===== config.mk =====
export PLATFORM = sky130hd
export DESIGN_NAME = vbfe_cmd_queue
export DESIGN_NICKNAME = d
export VERILOG_FILES = /design/src/assert_macros.svh /design/src/vbfe_pkg.sv /design/src/vbfe_cmd_queue.sv
export SDC_FILE = /design/constraint.sdc
export NUM_CORES = 1
export LEC_CHECK = 0
export BUFFER_PORTS_ARGS = -buffer_cell sky130_fd_sc_hd__clkbuf_2
export CELL_PAD_IN_SITES_DETAIL_PLACEMENT = 1
export CELL_PAD_IN_SITES_GLOBAL_PLACEMENT = 1
export CORE_MARGIN = 2
export CORE_UTILIZATION = 40
export DETAILED_ROUTE_END_ITERATION = 12
export PLACE_DENSITY_LB_ADDON = 0.1
export SYNTH_ARGS = -nofsm -noshare
export SYNTH_HDL_FRONTEND = slang
export SYNTH_SLANG_ARGS = --single-unit

===== constraint.sdc =====
create_clock -name clock -period 5.3 [get_ports clock]
set_input_delay 1.06 -clock clock [delete_from_list [all_inputs] [get_ports clock]]
set_output_delay 1.06 -clock clock [all_outputs]
set_load 0.02 [all_outputs]

===== src/assert_macros.svh =====
// Concurrent check macros; empty when SYNTHESIS is defined.
`ifndef ASSERT_MACROS_SVH
`define ASSERT_MACROS_SVH
`ifndef SYNTHESIS
`define ASSERT_IMPLY(label, clk, rst, ante, cons) \
   label: assert property (@(posedge clk) disable iff (rst) (ante) |-> (cons)) \
      else $error("same-cycle implication check failed");
`define ASSERT_NEXT(label, clk, rst, ante, cons) \
   label: assert property (@(posedge clk) disable iff (rst) (ante) |=> (cons)) \
      else $error("next-cycle implication check failed");
`else
`define ASSERT_IMPLY(label, clk, rst, ante, cons)
`define ASSERT_NEXT(label, clk, rst, ante, cons)
`endif
`endif


===== src/vbfe_pkg.sv =====
`default_nettype none
package vbfe_pkg;

   localparam int MAX_EXTENT = 64;
   localparam int COORD_W    = $clog2(MAX_EXTENT);
   localparam int ROW_ADDR_W = 2 * COORD_W;
   localparam int OCC_ROWS   = MAX_EXTENT * MAX_EXTENT;
   localparam int EXT_W      = 7;
   localparam int CFG_IDX_W  = 2;
   localparam int CORNER_W   = 8;
   localparam int SIDE_W     = 3;
   localparam int CNUM_W     = 2;
   localparam int NUM_SIDES  = 6;
   localparam int CMD_DEPTH  = 4;
   localparam int RSP_DEPTH  = 4;

   typedef logic [CFG_IDX_W-1:0] csr_idx_type;
   localparam csr_idx_type CSR_SIZE_X = 2'd0;
   localparam csr_idx_type CSR_SIZE_Y = 2'd1;
   localparam csr_idx_type CSR_SIZE_Z = 2'd2;

   localparam logic KIND_WRITE = 1'b0;
   localparam logic KIND_STEP  = 1'b1;

   typedef logic [SIDE_W-1:0] side_type;
   localparam side_type SIDE_XM = 3'd0;
   localparam side_type SIDE_XP = 3'd1;
   localparam side_type SIDE_YM = 3'd2;
   localparam side_type SIDE_YP = 3'd3;
   localparam side_type SIDE_ZM = 3'd4;
   localparam side_type SIDE_ZP = 3'd5;

   localparam logic [2:0] QUAD_CORNERS [NUM_SIDES][4] = '{
      '{3'd0, 3'd4, 3'd6, 3'd2},
      '{3'd3, 3'd7, 3'd5, 3'd1},
      '{3'd0, 3'd2, 3'd3, 3'd1},
      '{3'd5, 3'd7, 3'd6, 3'd4},
      '{3'd6, 3'd7, 3'd3, 3'd2},
      '{3'd1, 3'd5, 3'd4, 3'd0}
   };

   typedef struct packed {
      logic               kind;
      logic [COORD_W-1:0] x;
      logic [COORD_W-1:0] y;
      logic [COORD_W-1:0] z;
      logic               filled;
      logic               in_range;
      logic               x_hi;
      logic               y_hi;
      logic               z_hi;
   } cmd_type;

   typedef struct packed {
      logic signed [CORNER_W-1:0] corner_x;
      logic signed [CORNER_W-1:0] corner_y;
      logic signed [CORNER_W-1:0] corner_z;
      logic [SIDE_W-1:0]          side;
      logic [CNUM_W-1:0]          corner_number;
      logic                       last_of_run;
   } rsp_type;

   function automatic logic [EXT_W-1:0] extent(input logic [EXT_W-1:0] raw);
      if (raw == '0) begin
         return EXT_W'(1);
      end else if (raw > EXT_W'(MAX_EXTENT)) begin
         return EXT_W'(MAX_EXTENT);
      end else begin
         return raw;
      end
   endfunction

endpackage
`default_nettype wire


===== src/vbfe_cmd_queue.sv =====
`default_nettype none
module vbfe_cmd_queue import vbfe_pkg::*; (
   input  wire      clock,
   input  wire      reset,
   input  wire      push,
   input  cmd_type  push_data,
   output logic     full,
   input  wire      pop,
   output logic     empty,
   output cmd_type  head
);

   localparam int PTR_W = $clog2(CMD_DEPTH);
   localparam int CNT_W = $clog2(CMD_DEPTH + 1);

   cmd_type            slots_ff [CMD_DEPTH];
   logic [PTR_W-1:0]   rd_ptr_ff, wr_ptr_ff;
   logic [CNT_W-1:0]   count_ff;
   logic               do_push, do_pop;

   assign full    = count_ff == CNT_W'(CMD_DEPTH);
   assign empty   = count_ff == '0;
   assign head    = slots_ff[rd_ptr_ff];
   assign do_push = push & ~full;
   assign do_pop  = pop & ~empty;

   always_ff @(posedge clock) begin
      if (do_push) begin
         slots_ff[wr_ptr_ff] <= push_data;
      end
   end

   always_ff @(posedge clock) begin
      if (reset) begin
         rd_ptr_ff <= '0;
         wr_ptr_ff <= '0;
         count_ff  <= '0;
      end else begin
         if (do_push) begin
            wr_ptr_ff <= wr_ptr_ff + PTR_W'(1);
         end
         if (do_pop) begin
            rd_ptr_ff <= rd_ptr_ff + PTR_W'(1);
         end
         if (do_push && !do_pop) begin
            count_ff <= count_ff + CNT_W'(1);
         end else if (do_pop && !do_push) begin
            count_ff <= count_ff - CNT_W'(1);
         end
      end
   end

endmodule
`default_nettype wire


==> flow_summary.toml, run 1 <==
[yosys]
syn_area_um2 = 3980
seq_area_frac_synth_pct = 77.0
synth_seq_cells = 105
ys_warn_count = 0
synth_area_leader_cell = "edfxtp_1"
yosysTopAreaCellShare_pct = 72.5
syn_nets = 208
avgSynthCellArea_um2 = 22.9
synth.distinct_cells = 23
syn-instance-count = 174
synthTopCellsByArea = "edfxtp_1 (72%), mux4_2 (11%), dfxtp_1 (4.5%)"

[worst_setup_path]
critPathRequiredTime_ns = 4.24
start_kind = "flip-flop"
critPathSlowestCell = "dfxtp_1"
cpPeakStageDelay_ns = 1.14
crit_fanout = 24
cp_top_family = "flip-flops"
end_kind = "output port"
crit_buf_inv = 1
cp.arrival_ns = 2.13
crit_type = "reg -> out"
crit_chain = "mux4_2, clkbuf_2"

[clocking]
post-cts-setup-buffer-count = 0
post_cts_resized = 0
cts_buffer_depth = 2
hold_buffers = 0
cts_buffers = 9
clk_latency_ns = 0.35
tritoncts = "yes"
cts-root-buf = "clkbuf_8"
clock_sinks = 105
htree_levels = 3
clk_pin_slew_ns = 0.10

[drt]
met3RoutedLength_um = 273
drt_first_pass_iters = 4
drc_errors = 0
wl_met2_um = 3750
highest_layer = "met4"
m1WireLength_um = 2950
drt-total-wl_um = 7030
first_iter_violations = 61
via_per_inst = 4.87
wire_per_inst_um = 18.8
antenna_left = 0
num_vias = 1815

[grt]
grt_start_max_net_pins = 25
grt_pass1_wl_um = 11000
grt_usage_pct = 13.6
grt_overflow = 0
antenna_found_initial = 0
grt_pass1_vias = 2084

[min_path]
hold_path_class = "reg -> reg"

[layout]
regArea_um2 = 3060
final_core_util_pct = 46.8
fillers = 937
nets = 269
final_common_cell = "edfxtp_1"
syn_to_final_growth_pct = 14.4
drive_above_1_share_pct = 39.6
multiInputGateArea_um2 = 831
diodes = 0
final_cell_mix = "edfxtp_1 (96), clkbuf_2 (53), mux4_2 (20)"

[pwr]
leakagePower_uw = 0.00156
power.density_nw_per_um2 = 453
peakVddDrop_mv = 0.255

[sta]
period_minus_slack_ns = 3.19
relSlewSlack_pct = 19.2
worstMarginPinSlew_ns = 1.21
grt_setup_unrepaired = "false"
final_hold_viol_count = 0
slew_violations = 0
finalSetupTns_ns = 0
fin_skew_ns = 0.00903
post-route-period-util_pct = 60.2
setup_ws_ns = 2.11
setup_violations = 0
fmax_mhz = 314

[placed_design]
post-dp-hpwl_um = 4740
gp_congestion = 0.701
numPortBuffers = 53
place_ws_ns = 2.31

[die]
rows = 36
core_um2 = 9730
die-area_um2 = 10800
initial_core_util_pct = 40.9
die_w_um = 104
chipHeight_um = 104
ios = 54

[status]
status = "completed"

[job]
maxCapViolations = 0
[final timing paths]
check,startpoint,endpoint,slack (ns),cells after the start
hold reg to reg,rd_ptr_ff[1]$_SDFFE_PP0P_,rd_ptr_ff[1]$_SDFFE_PP0P_,0.55,2
hold / removal,rd_ptr_ff[1]$_SDFFE_PP0P_,rd_ptr_ff[1]$_SDFFE_PP0P_,0.55,2
setup / recovery,flip-flop,head[2],2.11,2
setup reg to reg,count_ff[0]$_SDFFE_PP0P_,count_ff[2]$_SDFFE_PP0P_,2.96,8
[metal layers]
layer	global-route usage [%]	vias to the layer above
met4	4.34	0
met2	23.8	38
met3	4.15	5
met1	16.0	941
met5	0	-
li1	-	831
[power breakdown]
group / total, uW / internal [uW] / switching (uW)
clock network: 447 / 175 / 272
logic: 520 / 244 / 276
registers: 1100 / 998 / 97.4
[cells by family after synthesis]
kind of cell | after synthesis | share of synthesized area (%)
AOI/OAI and AO/OA | 6 | 1.04
adders and majority gates | 6 | 2.08
muxes | 26 | 14.5
xor gates and xnor gates | 4 | 0.881
and+or+nand+nor | 16 | 2.42
DFF | 105 | 77.0
buffers and inverters | 11 | 2.11
[cell usage after synthesis (all sizes together)]
cell type and count:
xor2 4, ha 5, clkbuf 2, o311ai 1, mux4 24, edfxtp 96
nand2b 2, inv 4, o31ai 1, buf 5, nor3 1, or3 2
dfxtp 9, nor3b 1, mux2i 2, nor2 6, fa 1, a21oi 2
o21ai 2, and2 4
[area by class of cell]
| cell class | instances | share of cell area [%] |
|---|---|---|
| Clock inverter | 7 | 1.21 |
| Multi-Input combinational cell | 58 | 18.3 |
| Inverter | 4 | 0.330 |
| Timing Repair Buffer | 57 | 6.49 |
| Sequential cell | 105 | 67.3 |
| Clock buffer | 9 | 2.72 |
| Tap cell | 133 | 3.66 |
[sequential cells by signal, summed over array words and instances, names as in the netlist, named ones only]
name / flops
count_ff: 3
rd_ptr_ff: 2
slots_ff: 96
wr_ptr_ff: 2
[worst reg2reg max path: cells and delay by family (launching register included)]
kind | cells | cell delay (ns)
and+or+nand+nor | 3 | 0.74
adders and majority gates | 2 | 0.64
DFF | 1 | 0.53
xor gates and xnor gates | 1 | 0.17
AOI/OAI and AO/OA | 1 | 0.15
buffers and inverters | 1 | 0.06
[metrics by stage]
stage / hold WS [ns] / total power (uW) / area [um2] / cells
3_3_place_gp: 0.493 / 1620 / 4370 / 357
4_1_cts: 0.556 / 2100 / 4550 / 373
6_report: 0.551 / 2060 / 4550 / 373
5_1_grt: 0.585 / 2160 / 4550 / 373
2_1_floorplan: 0.482 / 1500 / 3980 / 174
3_5_place_dp: 0.533 / 1660 / 4370 / 357
No activity file was read; power rests on OpenSTA's default activity.
==> inputs of run 2 (changes only) <==
clock period = 3.3 ns   (was 5.3 ns; I/O delays follow)
==> run 2 against run 1 <==
Setup slack worse by 1.6 ns. Cell area increased by 0.69%. Clock skew rose by 0.0032 ns. First-iteration DRC count grew 9.8%. Global-route usage barely moved. Highest routed layer unchanged.
==> flow_summary.toml, run 2 (synthesis results as in run 1) <==
[grt]
grt_pass1_wl_um = 11000
grt_usage_pct = 13.5
grt_overflow = 0
grt_pass1_vias = 2047
top_usage_layer = "met2"
grt_use_met3_pct = 3.96
grt_start_max_net_pins = 25
use_met1_pct = 17.0
use_met2_pct = 22.7
antenna_found_initial = 0

[clocking]
tritoncts = "yes"
hold_buffers = 0
cts-root-buf = "clkbuf_8"
post_cts_resized = 0
cts_buffer_depth = 2
htree_levels = 3
post-cts-setup-buffer-count = 0
clk_latency_ns = 0.35
clk_pin_slew_ns = 0.10
clock_sinks = 105
cts_buffers = 9

[layout]
largest_reg_flops = 96
final_core_util_pct = 47.1
final_common_cell = "edfxtp_1"
drive_above_1_share_pct = 40.1
layout.cells.non_filler = 375
diodes = 0
syn_to_final_growth_pct = 15.2
final_cell_mix = "edfxtp_1 (96), clkbuf_2 (53), mux4_2 (20)"
nets = 271
reg_top3 = "slots_ff x96, count_ff x3"
largest_register = "slots_ff"

[min_path]
hold_end = "slots_ff[1][22]$_DFFE_PP_"
hold_path_class = "in -> reg"
worstHoldStart = "push_data[22]"
hold_depth = 1

[job]
maxCapViolations = 0

[die]
ios = 54
chipHeight_um = 104
die_w_um = 104
rows = 36
die-area_um2 = 10800
initial_core_util_pct = 40.9
core_um2 = 9730

[sta]
grt_setup_unrepaired = "false"
fmax_mhz = 364
slew_violations = 0
post-route-period-util_pct = 83.2
setup_violations = 0
relSlewSlack_pct = 67.3
final_hold_viol_count = 0
finalSetupTns_ns = 0
worstMarginPinSlew_ns = 0.491
fin_skew_ns = 0.0122
period_minus_slack_ns = 2.75

[placed_design]
numPortBuffers = 53
gp_congestion = 0.712
post-dp-hpwl_um = 4340
dp_cells = 359

[worst_setup_path]
r2r_slack_ns = 0.99
end_kind = "output port"
cpPeakStageDelay_ns = 0.65
critPathSlowestCell = "dfxtp_2"
start_kind = "flip-flop"
crit_fanout = 14
crit_type = "reg -> out"
worstRegToRegCells = 8
crit_buf_inv = 2
crit_chain = "buf_4, mux4_2, clkbuf_2"
cp_top_family = "flip-flops"
critPathRequiredTime_ns = 2.64
reg2reg_to = "count_ff[2]$_SDFFE_PP0P_"
r2r_start = "count_ff[0]$_SDFFE_PP0P_"
cp.arrival_ns = 2.09

[pwr]
leakagePower_uw = 0.00157
p_total_uw = 3370
peakVddDrop_mv = 0.272
power.density_nw_per_um2 = 735

[drt]
via_per_inst = 4.85
drt-total-wl_um = 6930
antenna_left = 0
wire_per_inst_um = 18.5
num_vias = 1820
drc_errors = 0
drt_first_pass_iters = 4
first_iter_violations = 67

[status]
status = "completed"
[run 2: cell count changes in the layout (fill, tap and decap cells not counted), sizes merged]
| cell | change |
|---|---|
| clkinvlp | +1 |
| bufinv | +1 |
| clkinv | -2 |
| buf | +2 |
| inv | -1 |
| clkbuf | +1 |
[run 2: area by class of cell]
cell class | count | area (um2)
flip-flops and latches | 105 | 3060
inverters | 4 | 15.0
clock buffers | 10 | 128
fillers | 936 | 5150
multi-input cells | 58 | 831
well taps | 133 | 166
repair buffers | 59 | 310
clock inverters | 6 | 67.6
[run 2: worst reg2reg max path, cell delays in order (launching register included)]
cell and delay [ns]:
dfxtp_1 0.53, nor3b_4 0.09, nor2_1 0.31, ha_1 0.26, inv_1 0.07, fa_1 0.38
xor2_1 0.16, or3_1 0.31, a21oi_1 0.14
[run 2: report_power, final]
| group | switching [uW] | internal, uW |
|---|---|---|
| Combinational | 492 | 399 |
| Sequential | 104 | 1600 |
| Clock | 415 | 354 |
| Total | 1010 | 2360 |
[run 2: layer usage]
layer	vias up	wire [um]
li1	836	-
met2	34	3700
met4	0	51
met1	946	2880
met3	4	286
met5	-	0
[run 2: how the worst max path moves through the flow]
stage / start / to / slack [ns] / cells after the start
after floorplan: push / count_ff[2]$_SDFFE_PP0P_ / 1.10 / 8
after CTS: flip-flop / head[1] / 0.45 / 3
after global placement: flip-flop / head[0] / 0.89 / 3
after global routing: flip-flop / head[0] / 0.39 / 3
after detailed placement: push / count_ff[2]$_SDFFE_PP0P_ / 0.79 / 9
final: flip-flop / head[1] / 0.55 / 3
[run 2: per-stage QoR]
step | hold WS, ns | area [um2] | setup WS, ns
6_report | 0.517 | 4580 | 0.553
3_3_place_gp | 0.492 | 4390 | 0.890
5_1_grt | 0.502 | 4580 | 0.385
3_5_place_dp | 0.515 | 4390 | 0.794
4_1_cts | 0.495 | 4580 | 0.454
2_1_floorplan | 0.482 | 3980 | 1.10
==> inputs of run 3 (changes only) <==
ABC_AREA = 1   (was default)
clock period = 2.5 ns   (was 3.3 ns; I/O delays follow)
==> run 3 against run 2 <==
Clock skew about the same. Area after synthesis grew 6.0%. Register-to-register slack got worse by 0.45 ns. Sequential share of layout area shrank 4.3 points. Critical path type unchanged. Largest power group unchanged.
==> flow_summary.toml, run 3 <==
[status]
status = "completed"

[drt]
drc_errors = 0
wire_per_inst_um = 17.2
via_per_inst = 5.03
drt_first_pass_iters = 4
first_iter_violations = 77
drt-total-wl_um = 8670
num_vias = 2539
antenna_left = 0

[die]
chipHeight_um = 107
rows = 37
ios = 54
core_um2 = 10300
die_w_um = 107
die-area_um2 = 11400
initial_core_util_pct = 41.0

[yosys]
yosys-top-cells-count = "edfxtp_1 (96), o21ai_0 (45), nor2_1 (42)"
synth_area_leader_cell = "edfxtp_1"
avgSynthCellArea_um2 = 14.0
syn_nets = 336
async_reset_ff_share_pct = 0
ys_warn_count = 0
synth_seq_cells = 105
synth_ff_type = "edfxtp_1"
seq_area_frac_synth_pct = 72.6
syn-instance-count = 302
yosysTopAreaCellShare_pct = 68.4
synthTopCellsByArea = "edfxtp_1 (68%), o22ai_2 (5.9%), o21ai_0 (5.3%)"
syn_area_um2 = 4220
post-synth-top-count-cell = "edfxtp_1"
synth_edf_count = 96
synth.distinct_cells = 22

[clocking]
tritoncts = "yes"
post_cts_resized = 0
cts-root-buf = "clkbuf_8"
htree_levels = 3
clock_sinks = 105
hold_buffers = 0
post-cts-setup-buffer-count = 0
cts_buffer_depth = 2
cts_buffers = 9
clk_pin_slew_ns = 0.11
clk_latency_ns = 0.37

[layout]
final_cell_mix = "edfxtp_1 (96), clkbuf_2 (53), o21ai_0 (45)"
multiInputGateArea_um2 = 1020
reg_top3 = "slots_ff x96, count_ff x3"
largest_register = "slots_ff"
drive_above_1_share_pct = 35.2
layout.cells.non_filler = 505
nets = 398
final_common_cell = "edfxtp_1"
diodes = 0
fillers = 1091
syn_to_final_growth_pct = 16.1
regArea_um2 = 3060
largest_reg_flops = 96

[pwr]
leakagePower_uw = 0.00177
peakVddDrop_mv = 0.366
p_total_uw = 4900
power.density_nw_per_um2 = 1000

[grt]
grt_use_met3_pct = 2.43
grt_pass1_wl_um = 13900
grt_start_max_net_pins = 27
grt_usage_pct = 16.2
use_met2_pct = 27.5
grt_overflow = 0
use_met1_pct = 21.1
top_usage_layer = "met2"
grt_pass1_vias = 2667
antenna_found_initial = 0

[sta]
final_hold_viol_count = 0
period_minus_slack_ns = 2.28
worstMarginPinSlew_ns = 0.484
slew_violations = 0
whs_ns = 0.347
fmax_mhz = 438
finalSetupTns_ns = 0
setup_ws_ns = 0.219
grt_setup_unrepaired = "false"
setup_violations = 0
fin_skew_ns = 0.0127
relSlewSlack_pct = 67.6
post-route-period-util_pct = 91.2

[worst_setup_path]
cp.arrival_ns = 1.78
crit_type = "reg -> out"
r2r_slack_ns = 0.54
crit_fanout = 24
start_kind = "flip-flop"
end_kind = "output port"
critPathRequiredTime_ns = 2.00

[min_path]
hold_path_class = "in -> reg"

[job]
maxCapViolations = 0

[placed_design]
numPortBuffers = 53
gp_congestion = 0.678
post-dp-hpwl_um = 5400
place_ws_ns = 0.544
dp_cells = 489
## run 3: kinds of logic (layout without fill, tap and decap cells)
logic type / after synthesis / count (layout) / synth area share, %
flops: 105 / 105 / 72.6
simple gates: 82 / 82 / 8.75
compound gates: 76 / 76 / 12.7
buf+inv: 32 / 99 / 3.74
fa+ha+maj: 6 / 6 / 1.96
xor+xnor: 1 / 1 / 0.208
## run 3: where the power goes
part	total (uW)	internal (uW)	switching, uW	leakage, uW
Combinational	1520	489	1030	0.000706
Sequential	2210	2140	71.4	0.000954
Clock	1170	573	597	0.000114
Total	4900	3200	1700	0.00177
## run 3: metrics by stage
stage               utilization [%]  cell area, um2
floorplan                         -            4220
global placement               45.5            4670
detailed placement             45.5            4670
CTS                            47.7            4900
global route                   47.7            4900
finish                         47.7            4900
## run 3: area by class of cell
cell class / count / share of cell area [%]
inverters: 18 / 1.38
clock buffers: 9 / 2.53
flip-flops and latches: 105 / 62.6
multi-input cells: 165 / 20.7
well taps: 136 / 3.47
clock inverters: 7 / 2.04
repair buffers: 65 / 7.26
## run 3: worst paths after layout
check	start	end	depth (start not counted)
hold reg to reg	rd_ptr_ff[0]$_SDFFE_PP0P_	rd_ptr_ff[0]$_SDFFE_PP0P_	2
setup reg to reg	count_ff[1]$_SDFFE_PP0P_	count_ff[1]$_SDFFE_PP0P_	9
hold / removal	push_data[4]	slots_ff[3][4]$_DFFE_PP_	1
setup / recovery	flip-flop	head[19]	5
## run 3: metal layers
| layer | vias up | routed length (um) |
|---|---|---|
| met4 | 0 | 113 |
| met2 | 46 | 4240 |
| met1 | 1276 | 4070 |
| met5 | - | 0 |
| li1 | 1208 | - |
| met3 | 9 | 239 |
## run 3: worst max-delay path: stages (launching register included)
cell	delay [ns]
dfxtp_1	0.32
buf_4	0.16
inv_2	0.34
o21ai_1	0.13
o22ai_1	0.24
clkbuf_2	0.23
