--- src/assert_macros.svh ---
// Concurrent check macros; empty when SYNTHESIS is defined.
`ifndef ASSERT_MACROS_SVH
`define ASSERT_MACROS_SVH
`ifndef SYNTHESIS
`define ASSERT_IMPLY(label, clk, rst, ante, cons) \
   label: assert property (@(posedge clk) disable iff (rst) (ante) |-> (cons)) \
      else $error("same-cycle implication check failed");
`define ASSERT_NEXT(label, clk, rst, ante, cons) \
   label: assert property (@(posedge clk) disable iff (rst) (ante) |=> (cons)) \
      else $error("next-cycle implication check failed");
`else
`define ASSERT_IMPLY(label, clk, rst, ante, cons)
`define ASSERT_NEXT(label, clk, rst, ante, cons)
`endif
`endif

--- src/vbfe_pkg.sv ---
`default_nettype none
package vbfe_pkg;

   localparam int MAX_EXTENT = 64;
   localparam int COORD_W    = $clog2(MAX_EXTENT);
   localparam int ROW_ADDR_W = 2 * COORD_W;
   localparam int OCC_ROWS   = MAX_EXTENT * MAX_EXTENT;
   localparam int EXT_W      = 7;
   localparam int CFG_IDX_W  = 2;
   localparam int CORNER_W   = 8;
   localparam int SIDE_W     = 3;
   localparam int CNUM_W     = 2;
   localparam int NUM_SIDES  = 6;
   localparam int CMD_DEPTH  = 4;
   localparam int RSP_DEPTH  = 4;

   typedef logic [CFG_IDX_W-1:0] csr_idx_type;
   localparam csr_idx_type CSR_SIZE_X = 2'd0;
   localparam csr_idx_type CSR_SIZE_Y = 2'd1;
   localparam csr_idx_type CSR_SIZE_Z = 2'd2;

   localparam logic KIND_WRITE = 1'b0;
   localparam logic KIND_STEP  = 1'b1;

   typedef logic [SIDE_W-1:0] side_type;
   localparam side_type SIDE_XM = 3'd0;
   localparam side_type SIDE_XP = 3'd1;
   localparam side_type SIDE_YM = 3'd2;
   localparam side_type SIDE_YP = 3'd3;
   localparam side_type SIDE_ZM = 3'd4;
   localparam side_type SIDE_ZP = 3'd5;

   localparam logic [2:0] QUAD_CORNERS [NUM_SIDES][4] = '{
      '{3'd0, 3'd4, 3'd6, 3'd2},
      '{3'd3, 3'd7, 3'd5, 3'd1},
      '{3'd0, 3'd2, 3'd3, 3'd1},
      '{3'd5, 3'd7, 3'd6, 3'd4},
      '{3'd6, 3'd7, 3'd3, 3'd2},
      '{3'd1, 3'd5, 3'd4, 3'd0}
   };

   typedef struct packed {
      logic               kind;
      logic [COORD_W-1:0] x;
      logic [COORD_W-1:0] y;
      logic [COORD_W-1:0] z;
      logic               filled;
      logic               in_range;
      logic               x_hi;
      logic               y_hi;
      logic               z_hi;
   } cmd_type;

   typedef struct packed {
      logic signed [CORNER_W-1:0] corner_x;
      logic signed [CORNER_W-1:0] corner_y;
      logic signed [CORNER_W-1:0] corner_z;
      logic [SIDE_W-1:0]          side;
      logic [CNUM_W-1:0]          corner_number;
      logic                       last_of_run;
   } rsp_type;

   function automatic logic [EXT_W-1:0] extent(input logic [EXT_W-1:0] raw);
      if (raw == '0) begin
         return EXT_W'(1);
      end else if (raw > EXT_W'(MAX_EXTENT)) begin
         return EXT_W'(MAX_EXTENT);
      end else begin
         return raw;
      end
   endfunction

endpackage
`default_nettype wire

--- src/vbfe_rsp_queue.sv ---
`default_nettype none
module vbfe_rsp_queue import vbfe_pkg::*; (
   input  wire      clock,
   input  wire      reset,
   input  wire      push,
   input  rsp_type  push_data,
   output logic     full,
   input  wire      pop,
   output logic     empty,
   output rsp_type  head
);

   localparam int PTR_W = $clog2(RSP_DEPTH);
   localparam int CNT_W = $clog2(RSP_DEPTH + 1);

   rsp_type            slots_ff [RSP_DEPTH];
   logic [PTR_W-1:0]   rd_ptr_ff, wr_ptr_ff;
   logic [CNT_W-1:0]   count_ff;
   logic               do_push, do_pop;

   assign full    = count_ff == CNT_W'(RSP_DEPTH);
   assign empty   = count_ff == '0;
   assign head    = slots_ff[rd_ptr_ff];
   assign do_push = push & ~full;
   assign do_pop  = pop & ~empty;

   always_ff @(posedge clock) begin
      if (do_push) begin
         slots_ff[wr_ptr_ff] <= push_data;
      end
   end

   always_ff @(posedge clock) begin
      if (reset) begin
         rd_ptr_ff <= '0;
         wr_ptr_ff <= '0;
         count_ff  <= '0;
      end else begin
         if (do_push) begin
            wr_ptr_ff <= wr_ptr_ff + PTR_W'(1);
         end
         if (do_pop) begin
            rd_ptr_ff <= rd_ptr_ff + PTR_W'(1);
         end
         if (do_push && !do_pop) begin
            count_ff <= count_ff + CNT_W'(1);
         end else if (do_pop && !do_push) begin
            count_ff <= count_ff - CNT_W'(1);
         end
      end
   end

endmodule
`default_nettype wire

--- config.mk ---
export PLATFORM = sky130hd
export DESIGN_NAME = vbfe_rsp_queue
export DESIGN_NICKNAME = d
export VERILOG_FILES = /design/src/assert_macros.svh /design/src/vbfe_pkg.sv /design/src/vbfe_rsp_queue.sv
export SDC_FILE = /design/constraint.sdc
export NUM_CORES = 1
export LEC_CHECK = 0
export ABC_AREA = 1
export ABC_CLOCK_PERIOD_IN_PS = 2900
export BUFFER_PORTS_ARGS = -buffer_cell sky130_fd_sc_hd__clkbuf_2
export CAP_MARGIN = 10
export CORE_AREA = 2 2 133 135
export CTS_CLUSTER_SIZE = 40
export DETAILED_ROUTE_END_ITERATION = 16
export DIE_AREA = 0 0 135 137
export GPL_TIMING_DRIVEN = 0
export PLACE_DENSITY = 0.43
export SYNTH_ARGS = -nofsm -noshare
export SYNTH_HDL_FRONTEND = slang
export SYNTH_SLANG_ARGS = --single-unit
--- constraint.sdc ---
create_clock -name clock -period 2.9 [get_ports clock]
set_clock_uncertainty 0.15 [all_clocks]
set_input_delay 0.58 -clock clock [delete_from_list [all_inputs] [get_ports clock]]
set_output_delay 0.58 -clock clock [all_outputs]
set_load 0.02 [all_outputs]
==> results of run 1 <==
==> sequential cells by signal (all words and copies together), names as in the netlist, named ones only <==
name / count
wr_ptr_ff: 2
rd_ptr_ff: 2
slots_ff: 120
count_ff: 3
==> cell usage after synthesis, drive strengths merged <==
library cell,n
nand2,15
buf,19
nand3b,1
fa,1
xor2,1
edfxtp,120
nor2,74
o22ai,30
o21ai,61
ha,5
nand3,4
a21oi,3
dfxtp,9
inv,18
==> where the power goes <==
part	switching, mW	internal, mW	leakage (nW)
combinational	1.12	0.556	0.855
sequential	0.0679	2.27	1.17
clock	0.734	1.34	0.282
total	1.92	4.17	2.31
==> per-stage QoR <==
step | setup slack (ps) | power [mW] | hold slack (ps)
floorplan | 397.8 | 3.422 | 308.7
global placement | -1136 | 4.003 | 339.6
detailed placement | 669.9 | 4.084 | 353.1
CTS | 422.4 | 6.183 | 222.6
global route | 358.9 | 6.390 | 219.9
finish | 493.7 | 6.084 | 243.4
==> how the worst max path moves through the flow <==
stage	depth (start not counted)	slack, ps	start	endpoint
detailed placement	8	670	push	count_ff[1]
CTS	4	420	register	head[16]
finish	5	490	register	head[16]
global route	5	360	register	head[27]
floorplan	2	400	push	slots_ff[1][0]
global placement	3	-1140	push	slots_ff[0][4]
==> critical path, delay by kind of cell (launching register included) <==
family | cells | cell delay, ps
buffers and inverters | 3 | 600
AO/OA/AOI/OAI | 2 | 330
flip-flops | 1 | 350
==> logic make-up after synthesis <==
| kind of cell | count (synthesis) | share of synthesized area [%] |
|---|---|---|
| fa+ha+maj | 6 | 1.652 |
| compound gates | 94 | 10.17 |
| simple gates | 94 | 7.486 |
| flops | 129 | 75.71 |
| buf+inv | 37 | 4.807 |
| xor+xnor | 1 | 0.1753 |
==> area by class of cell <==
class	count	share of cell area (%)
clock inverters	11	2.196
repair buffers	69	6.886
clock buffers	21	6.965
plain buffers	19	2.612
well taps	225	4.452
flip-flops and latches	129	59.83
multi-input cells	195	15.87
inverters	18	1.187
==> metal layers <==
metal	wire (microns)	GRT usage (%)	share of wire (%)
met2	5584	21.35	47
met1	5438	16.96	46
met3	526	3.889	4.5
met5	0	0	0
met4	213	5.556	1.8
==> flow_summary_export.csv, run 1 <==
group,metric,value,unit
setup_path,cp_cell_sequence,"inv_1, buf_2, o21ai_1, o22ai_1, clkbuf_2",
synth,synth.largest_area_cell,"edfxtp_1",
flow_run,maxCapViolCount,0,
timing,setup_tns,0,ps
clock_network,cts_hold_buf,0,
global_route,grt_pass1_wl,17.79,mm
clock_network,cts_tree,"done",
floorplanning,io_pins,66,
clock_network,clkTransAtPathRegs,50,ps
finish,diodes,0,
floorplanning,die_x,135,microns
placement,dp_cells,655,
power_and_ir_drop,power_density,962.1,mW/mm^2
finish,final-seq-area,0.003784,sq mm
timing,slew_headroom,57.41,%
synth,synth.ff_latch_count,129,
synth,syn-cell-area,0.004997,sq mm
global_route,grt_max_degree,18,
route,ant_nets,0,
clock_network,clock_path_buffers,2,
setup_path,critPathLaunchType,"register",
placement,gp_congestion,0.6444,
finish,drive_gt1_share,27.27,%
clock_network,cts_resized,0,
timing,fmax,415.6,MHz
hold_path,min-delay-start,"push_data[7]",
power_and_ir_drop,power_leakage,2.311,nW
finish,fin_cells,687,
finish,final_common_cell,"edfxtp_1",
setup_path,crit_fanout,10,
clock_network,cts_made_buffers,17,
setup_path,cp_slowest_cell,"dfxtp_1",
route,num_vias,3122,
setup_path,critPathKind,"reg -> out",
route,routed_wl,11.76,mm
synth,synth.top_cell.area_share,72.11,%
clock_network,htree_levels,4,
finish,area_growth_syn_to_layout,26.54,%
clock_network,cts.sinks,129,
placement,post_dp_cell_area,0.005744,sq mm
clock_network,cts_setup_buffers,0,
synth,syn-num-nets,401,
timing,rsz0062_at_grt,"no",
route,drtPass1Iterations,4,
setup_path,cpPeakStageDelay,350,ps
floorplanning,start_util,29.30,%
synth,syn_avg_cell_area,13.84,sq um
synth,ys_warn_count,0,
hold_path,min_to,"slots_ff[1][7]",
timing,min_period,2406,ps
power_and_ir_drop,ir_drop,428.9,uV
global_route,overflow,0,
floorplanning,die_h,137,microns
route,post-route-drc-count,0,
floorplanning,row_count,48,
hold_path,worstHoldPathCells,1,
hold_path,hold_class,"in -> reg",
setup_path,reg2reg_from,"count_ff[1]",
finish,most-common-layout-cells,"edfxtp_1, nor2_1, clkbuf_2, o21ai_0",
synth,synth_cell_types,21,
finish,stdcell_area,0.006324,sq mm
setup_path,required,2170,ps
floorplanning,dieArea,0.01850,sq mm
timing,tightest_slew,637.4,ps
floorplanning,core_area,0.01706,sq mm
placement,portBuffers,65,
setup_path,worstReg2RegEnd,"count_ff[1]",
finish,post-route-util,37.07,%
route,viasPerCell,4.544,
route,drt-wirelength-per-cell,17.12,microns
status,status,"complete, no violations",
finish,fin_nets,489,
finish,multi_input_area,0.001003,sq mm
synth,yosysSeqAreaShare,75.71,%
route,drtIter0Drc,203,
timing,final-setup-viol-count,0,
setup_path,arrival,1680,ps
global_route,grt_pass1_vias,3128,
clock_network,root_buffer,"clkbuf_16",
global_route,gr-usage-all-layers,13.33,%
synth,synthCells,361,
setup_path,endpoint_kind,"primary output",
synth,synth.area.top_cells,"edfxtp_1, nor2_1, o22ai_1, dfxtp_1, o21ai_0",
global_route,antenna_found_initial,0,
placement,dp.final_hpwl,7.238,mm
timing,hold_viol,0,
finish,fillers,1659,
timing,maxSlewViolCount,0,
clock_network,clk_latency,410,ps
setup_path,reg2reg_depth,9,
setup_path,rrSetupSlack,790,ps
timing,fin_crit_sh,82.97,%
(Power assumes the default switching activity.)
==> run 2: changes to the inputs <==
--- a/config.mk
+++ b/config.mk
@@ -6,7 +6,7 @@
 export NUM_CORES = 1
 export LEC_CHECK = 0
 export ABC_AREA = 1
-export ABC_CLOCK_PERIOD_IN_PS = 2900
+export ABC_CLOCK_PERIOD_IN_PS = 2100
 export BUFFER_PORTS_ARGS = -buffer_cell sky130_fd_sc_hd__clkbuf_2
 export CAP_MARGIN = 10
 export CORE_AREA = 2 2 133 135
@@ -14,7 +14,7 @@
 export DETAILED_ROUTE_END_ITERATION = 16
 export DIE_AREA = 0 0 135 137
 export GPL_TIMING_DRIVEN = 0
-export PLACE_DENSITY = 0.43
+export PLACE_DENSITY = 0.45
 export SYNTH_ARGS = -nofsm -noshare
 export SYNTH_HDL_FRONTEND = slang
 export SYNTH_SLANG_ARGS = --single-unit
==> constraint.sdc (replaced) <==
create_clock -name clock -period 2.1 [get_ports clock]
set_clock_uncertainty 0.15 [all_clocks]
set_input_delay 0.42 -clock clock [delete_from_list [all_inputs] [get_ports clock]]
set_output_delay 0.42 -clock clock [all_outputs]
set_load 0.02 [all_outputs]
==> flow_summary_export.csv, run 2 (same netlist as run 1, synthesis figures left out) <==
group,metric,value,unit
status,status,"finished, violations left",
status,violations,"setup timing",
placement,place_ws,-12.98,ps
floorplanning,start_util,29.30,%
clock_network,cts_tree,"done",
route,ant_nets,0,
clock_network,clk_latency,410,ps
placement,gp_congestion,0.6899,
hold_path,hold_class,"in -> reg",
setup_path,endpoint_kind,"primary output",
finish,drive_gt1_share,31.48,%
power_and_ir_drop,comb_power_share,32.2,%
floorplanning,die_x,135,microns
floorplanning,io_pins,66,
setup_path,crit_fanout,10,
clock_network,cts_made_buffers,17,
timing,tightest_slew,635.7,ps
timing,fmax,467.0,MHz
setup_path,cpPeakStageDelay,320,ps
floorplanning,die_h,137,microns
setup_path,cp_slowest_cell,"dfxtp_2",
clock_network,cts.sinks,129,
global_route,grt_pass1_vias,3082,
power_and_ir_drop,seq_power_share,36.8,%
placement,portBuffers,65,
timing,final-setup-viol-count,11,
clock_network,root_buffer,"clkbuf_16",
global_route,gr-usage-all-layers,13.27,%
finish,final_common_cell,"edfxtp_1",
power_and_ir_drop,power_density,1322,mW/mm^2
flow_run,maxCapViolCount,0,
power_and_ir_drop,clkPwrFrac,31.1,%
finish,most-common-layout-cells,"edfxtp_1, nor2_1, o21ai_1, clkbuf_2, buf_4",
timing,slew_headroom,57.52,%
finish,fillers,1646,
global_route,overflow,0,
finish,area_growth_syn_to_layout,33.00,%
route,post-route-drc-count,0,
timing,maxSlewViolCount,0,
clock_network,clock_path_buffers,2,
timing,min_period,2142,ps
route,drt-wirelength-per-cell,16.99,microns
floorplanning,core_area,0.01706,sq mm
timing,fin_crit_sh,102.0,%
route,routed_wl,11.76,mm
timing,rsz0062_at_grt,"yes",
setup_path,required,1530,ps
placement,post_dp_cell_area,0.005737,sq mm
finish,fin_cells,692,
hold_path,worstHoldPathCells,1,
clock_network,htree_levels,4,
placement,dp.final_hpwl,7.104,mm
timing,worst_slack,-41.56,ps
route,drtIter0Drc,236,
setup_path,critPathKind,"reg -> out",
finish,stdcell_area,0.006646,sq mm
finish,fin_nets,494,
floorplanning,dieArea,0.01850,sq mm
setup_path,arrival,1570,ps
finish,top_regs,"slots_ff (120), count_ff (3)",
placement,dp_cells,655,
floorplanning,row_count,48,
finish,largest_register_ffs,120,
setup_path,reg2reg_depth,7,
timing,hold_viol,0,
global_route,antenna_found_initial,0,
route,num_vias,3083,
power_and_ir_drop,ir_drop,712.0,uV
global_route,grt_max_degree,25,
setup_path,cp_cell_sequence,"buf_12, inv_8, buf_8, nor2_1, o22ai_2, clkbuf_8",
power_and_ir_drop,p_sw_share,31.27,%
power_and_ir_drop,p_int,6.041,mW
route,viasPerCell,4.455,
finish,post-route-util,38.97,%
clock_network,clkTransAtPathRegs,60,ps
setup_path,critPathLaunchType,"register",
finish,diodes,0,
power_and_ir_drop,power_leakage,2.421,nW
route,drtPass1Iterations,5,
finish,largest-register,"slots_ff",
power_and_ir_drop,switchingPower,2.748,mW
timing,hold_ws,73.21,ps
global_route,grt_pass1_wl,17.58,mm
==> run 2: changes by cell type in the layout (fill, tap and decap cells not counted), sizes merged <==
cell | before | now
bufinv | 3 | 2
buf | 23 | 50
clkinv | 7 | 10
clkbuf | 86 | 60
clkinvlp | 1 | 3
==> run 2: final cells by class <==
| type | count | area, sq um | area share, % |
|---|---|---|---|
| repair buffers | 74 | 624.3 | 9.394 |
| flip-flops and latches | 129 | 3787 | 56.98 |
| clock inverters | 15 | 125.1 | 1.883 |
| clock buffers | 17 | 425.4 | 6.401 |
| plain buffers | 19 | 241.5 | 3.633 |
| inverters | 18 | 75.07 | 1.130 |
| multi-input cells | 195 | 1086 | 16.34 |
| well taps | 225 | 281.5 | 4.236 |
==> run 2: path summary, 6_finish.rpt <==
path	from	endpoint	slack, ps
setup reg to reg	count_ff[1]	slots_ff[3][21]	170
hold / removal	push_data[17]	slots_ff[3][17]	70
hold reg to reg	rd_ptr_ff[1]	register	360
setup / recovery	register	head[7]	-40
==> run 2: layer usage <==
| layer | share of wire [%] | up-vias | global-route usage [%] |
|---|---|---|---|
| met1 | 46 | 1499 | 16.94 |
| met3 | 5.0 | 10 | 5.000 |
| li1 | - | 1509 | - |
| met4 | 1.1 | 0 | 4.051 |
| met5 | 0 | - | 0 |
| met2 | 48 | 65 | 21.04 |
==> run 2: worst max-delay path: cells and delay by family (launching register included) <==
| kind | cells | cell delay, ps |
|---|---|---|
| DFF | 1 | 320 |
| and+or+nand+nor | 1 | 60 |
| buffers and inverters | 4 | 580 |
| AOI/OAI and AO/OA | 1 | 200 |
==> run 2: stage by stage <==
stage	total power, mW	TNS (ps)
after global routing	9.237	-2559
after global placement	5.518	-195170
after CTS	8.567	-1032
after detailed placement	5.621	-12.98
after floorplan	4.726	-43140
final	8.789	-168.7
==> run 2: power groups by stage <==
stage	Sequential (mW)	Combinational, mW	Clock, mW
after global placement	3.29	2.23	0
after global routing	3.26	3.07	2.91
after detailed placement	3.27	2.35	0
after floorplan	3.26	1.46	0
final	3.23	2.83	2.73
after CTS	3.23	2.56	2.78
==> run 2: timing repair <==
item / 4_1_cts / 5_1_grt
pin swaps: 1 / 15
setup buffers: 0 / 3
gates resized for setup: 40 / 75
hold buffers: 0 / 0
hold endpoints to repair: 0 / 0
cloned: 0 / 2
setup endpoints to repair: 31 / 32
==> run 3: changes to the inputs <==
--- a/config.mk
+++ b/config.mk
@@ -6,7 +6,7 @@
 export NUM_CORES = 1
 export LEC_CHECK = 0
 export ABC_AREA = 1
-export ABC_CLOCK_PERIOD_IN_PS = 2100
+export ABC_CLOCK_PERIOD_IN_PS = 1830
 export BUFFER_PORTS_ARGS = -buffer_cell sky130_fd_sc_hd__clkbuf_2
 export CAP_MARGIN = 10
 export CORE_AREA = 2 2 133 135
==> constraint.sdc (replaced) <==
create_clock -name clock -period 1.83 [get_ports clock]
set_clock_uncertainty 0.15 [all_clocks]
set_input_delay 0.366 -clock clock [delete_from_list [all_inputs] [get_ports clock]]
set_output_delay 0.366 -clock clock [all_outputs]
set_load 0.02 [all_outputs]
==> flow_summary_export.csv, run 3 (same netlist as run 1, synthesis figures left out) <==
group,metric,value,unit
finish,top_regs,"slots_ff (120), count_ff (3)",
timing,rsz0062_at_grt,"yes",
finish,post-route-util,41.42,%
finish,final_common_cell,"edfxtp_1",
timing,hold_viol,0,
placement,dp_cells,655,
clock_network,clock_path_buffers,2,
finish,area_growth_syn_to_layout,41.39,%
route,drtPass1Iterations,5,
finish,diodes,0,
clock_network,clk_latency,410,ps
finish,fin_cells,705,
finish,largest-register,"slots_ff",
clock_network,cts.sinks,129,
timing,fmax,479.1,MHz
timing,slew_headroom,80.71,%
route,routed_wl,11.82,mm
floorplanning,row_count,48,
floorplanning,die_x,135,microns
flow_run,maxCapViolCount,0,
placement,gp_congestion,0.7328,
route,met1Wirelength,5.180,mm
hold_path,hold_class,"in -> reg",
clock_network,cts_tree,"done",
route,wl_met2,6.072,mm
power_and_ir_drop,ir_drop,741.8,uV
setup_path,arrival,1570,ps
setup_path,critPathKind,"reg -> out",
setup_path,crit_fanout,10,
finish,most-common-layout-cells,"edfxtp_1, nor2_1, buf_4, clkbuf_2, o21ai_0",
floorplanning,core_area,0.01706,sq mm
route,drtIter0Drc,208,
timing,fin_crit_sh,114.1,%
route,post-route-drc-count,0,
setup_path,critPathLaunchType,"register",
timing,maxSlewViolCount,0,
placement,dp.final_hpwl,7.089,mm
clock_network,clkTransAtPathRegs,60,ps
global_route,grt_pass1_wl,17.62,mm
route,ant_nets,0,
timing,setup_tns,-6733,ps
global_route,gr-usage-all-layers,13.21,%
setup_path,endpoint_kind,"primary output",
clock_network,cts_made_buffers,17,
floorplanning,start_util,29.30,%
route,route.met3.wl,422,microns
global_route,overflow,0,
finish,largest_register_ffs,120,
placement,place_ws,-296.9,ps
route,num_vias,3191,
floorplanning,io_pins,66,
finish,stdcell_area,0.007066,sq mm
power_and_ir_drop,power_leakage,2.598,nW
timing,worst_slack,-257.2,ps
timing,min_period,2087,ps
route,viasPerCell,4.526,
power_and_ir_drop,power_density,1546,mW/mm^2
global_route,antenna_found_initial,0,
power_and_ir_drop,p_total,10.93,mW
timing,tightest_slew,288.6,ps
route,top_layer,"met4",
finish,drive_gt1_share,40.42,%
timing,hold_ws,17.14,ps
timing,final-setup-viol-count,30,
setup_path,required,1310,ps
placement,portBuffers,65,
clock_network,root_buffer,"clkbuf_16",
floorplanning,dieArea,0.01850,sq mm
global_route,grt_pass1_vias,3153,
clock_network,htree_levels,4,
status,violations,"setup timing",
global_route,grt_max_degree,25,
floorplanning,die_h,137,microns
placement,post_dp_cell_area,0.005737,sq mm
route,drt-wirelength-per-cell,16.76,microns
status,status,"finished, violations left",
finish,fin_nets,508,
==> run 3: final cells by class <==
| cell class | instances | area, sq um |
|---|---|---|
| plain buffers | 19 | 247.7 |
| clock buffers | 17 | 425.4 |
| clock inverters | 14 | 201.4 |
| fillers | 1605 | 9991 |
| inverters | 18 | 87.58 |
| multi-input cells | 195 | 1235 |
| flip-flops and latches | 129 | 3796 |
| well taps | 225 | 281.5 |
| repair buffers | 88 | 790.8 |
==> run 3: critical path, stage by stage (launching register included) <==
cell and delay, ps:
dfxtp_4 360, buf_12 150, clkinv_8 80, buf_8 150, o21ai_1 70, o22ai_1 170, buf_4 180
==> run 3: per-layer routing <==
metal / track usage (%) / vias up
li1: - / 1540
met1: 16.01 / 1567
met2: 22.19 / 69
met3: 4.593 / 15
met4: 4.167 / 0
met5: 0 / -
==> run 3: report_power, final <==
group	total, mW	internal [mW]	switching, mW
logic	3.64	1.63	2.01
clock network	3.56	2.30	1.26
registers	3.73	3.61	0.121
total	10.9	7.53	3.39
==> run 3: path summary, 6_finish.rpt <==
check           startpoint               to  slack, ps  depth (start not counted)
max               register         head[11]       -260                          6
min          push_data[23]  slots_ff[1][23]         20                          1
max reg2reg    count_ff[1]      count_ff[1]         60                          9
min reg2reg   rd_ptr_ff[0]         register        360                          2
==> run 3: timing repair <==
action	in CTS	in global routing
hold buffers	0	0
pin swaps	9	19
gates cloned	0	3
buffers inserted	9	7
endpoints found under the setup margin	119	33
hold endpoints to repair	0	0
gates resized for setup	55	107
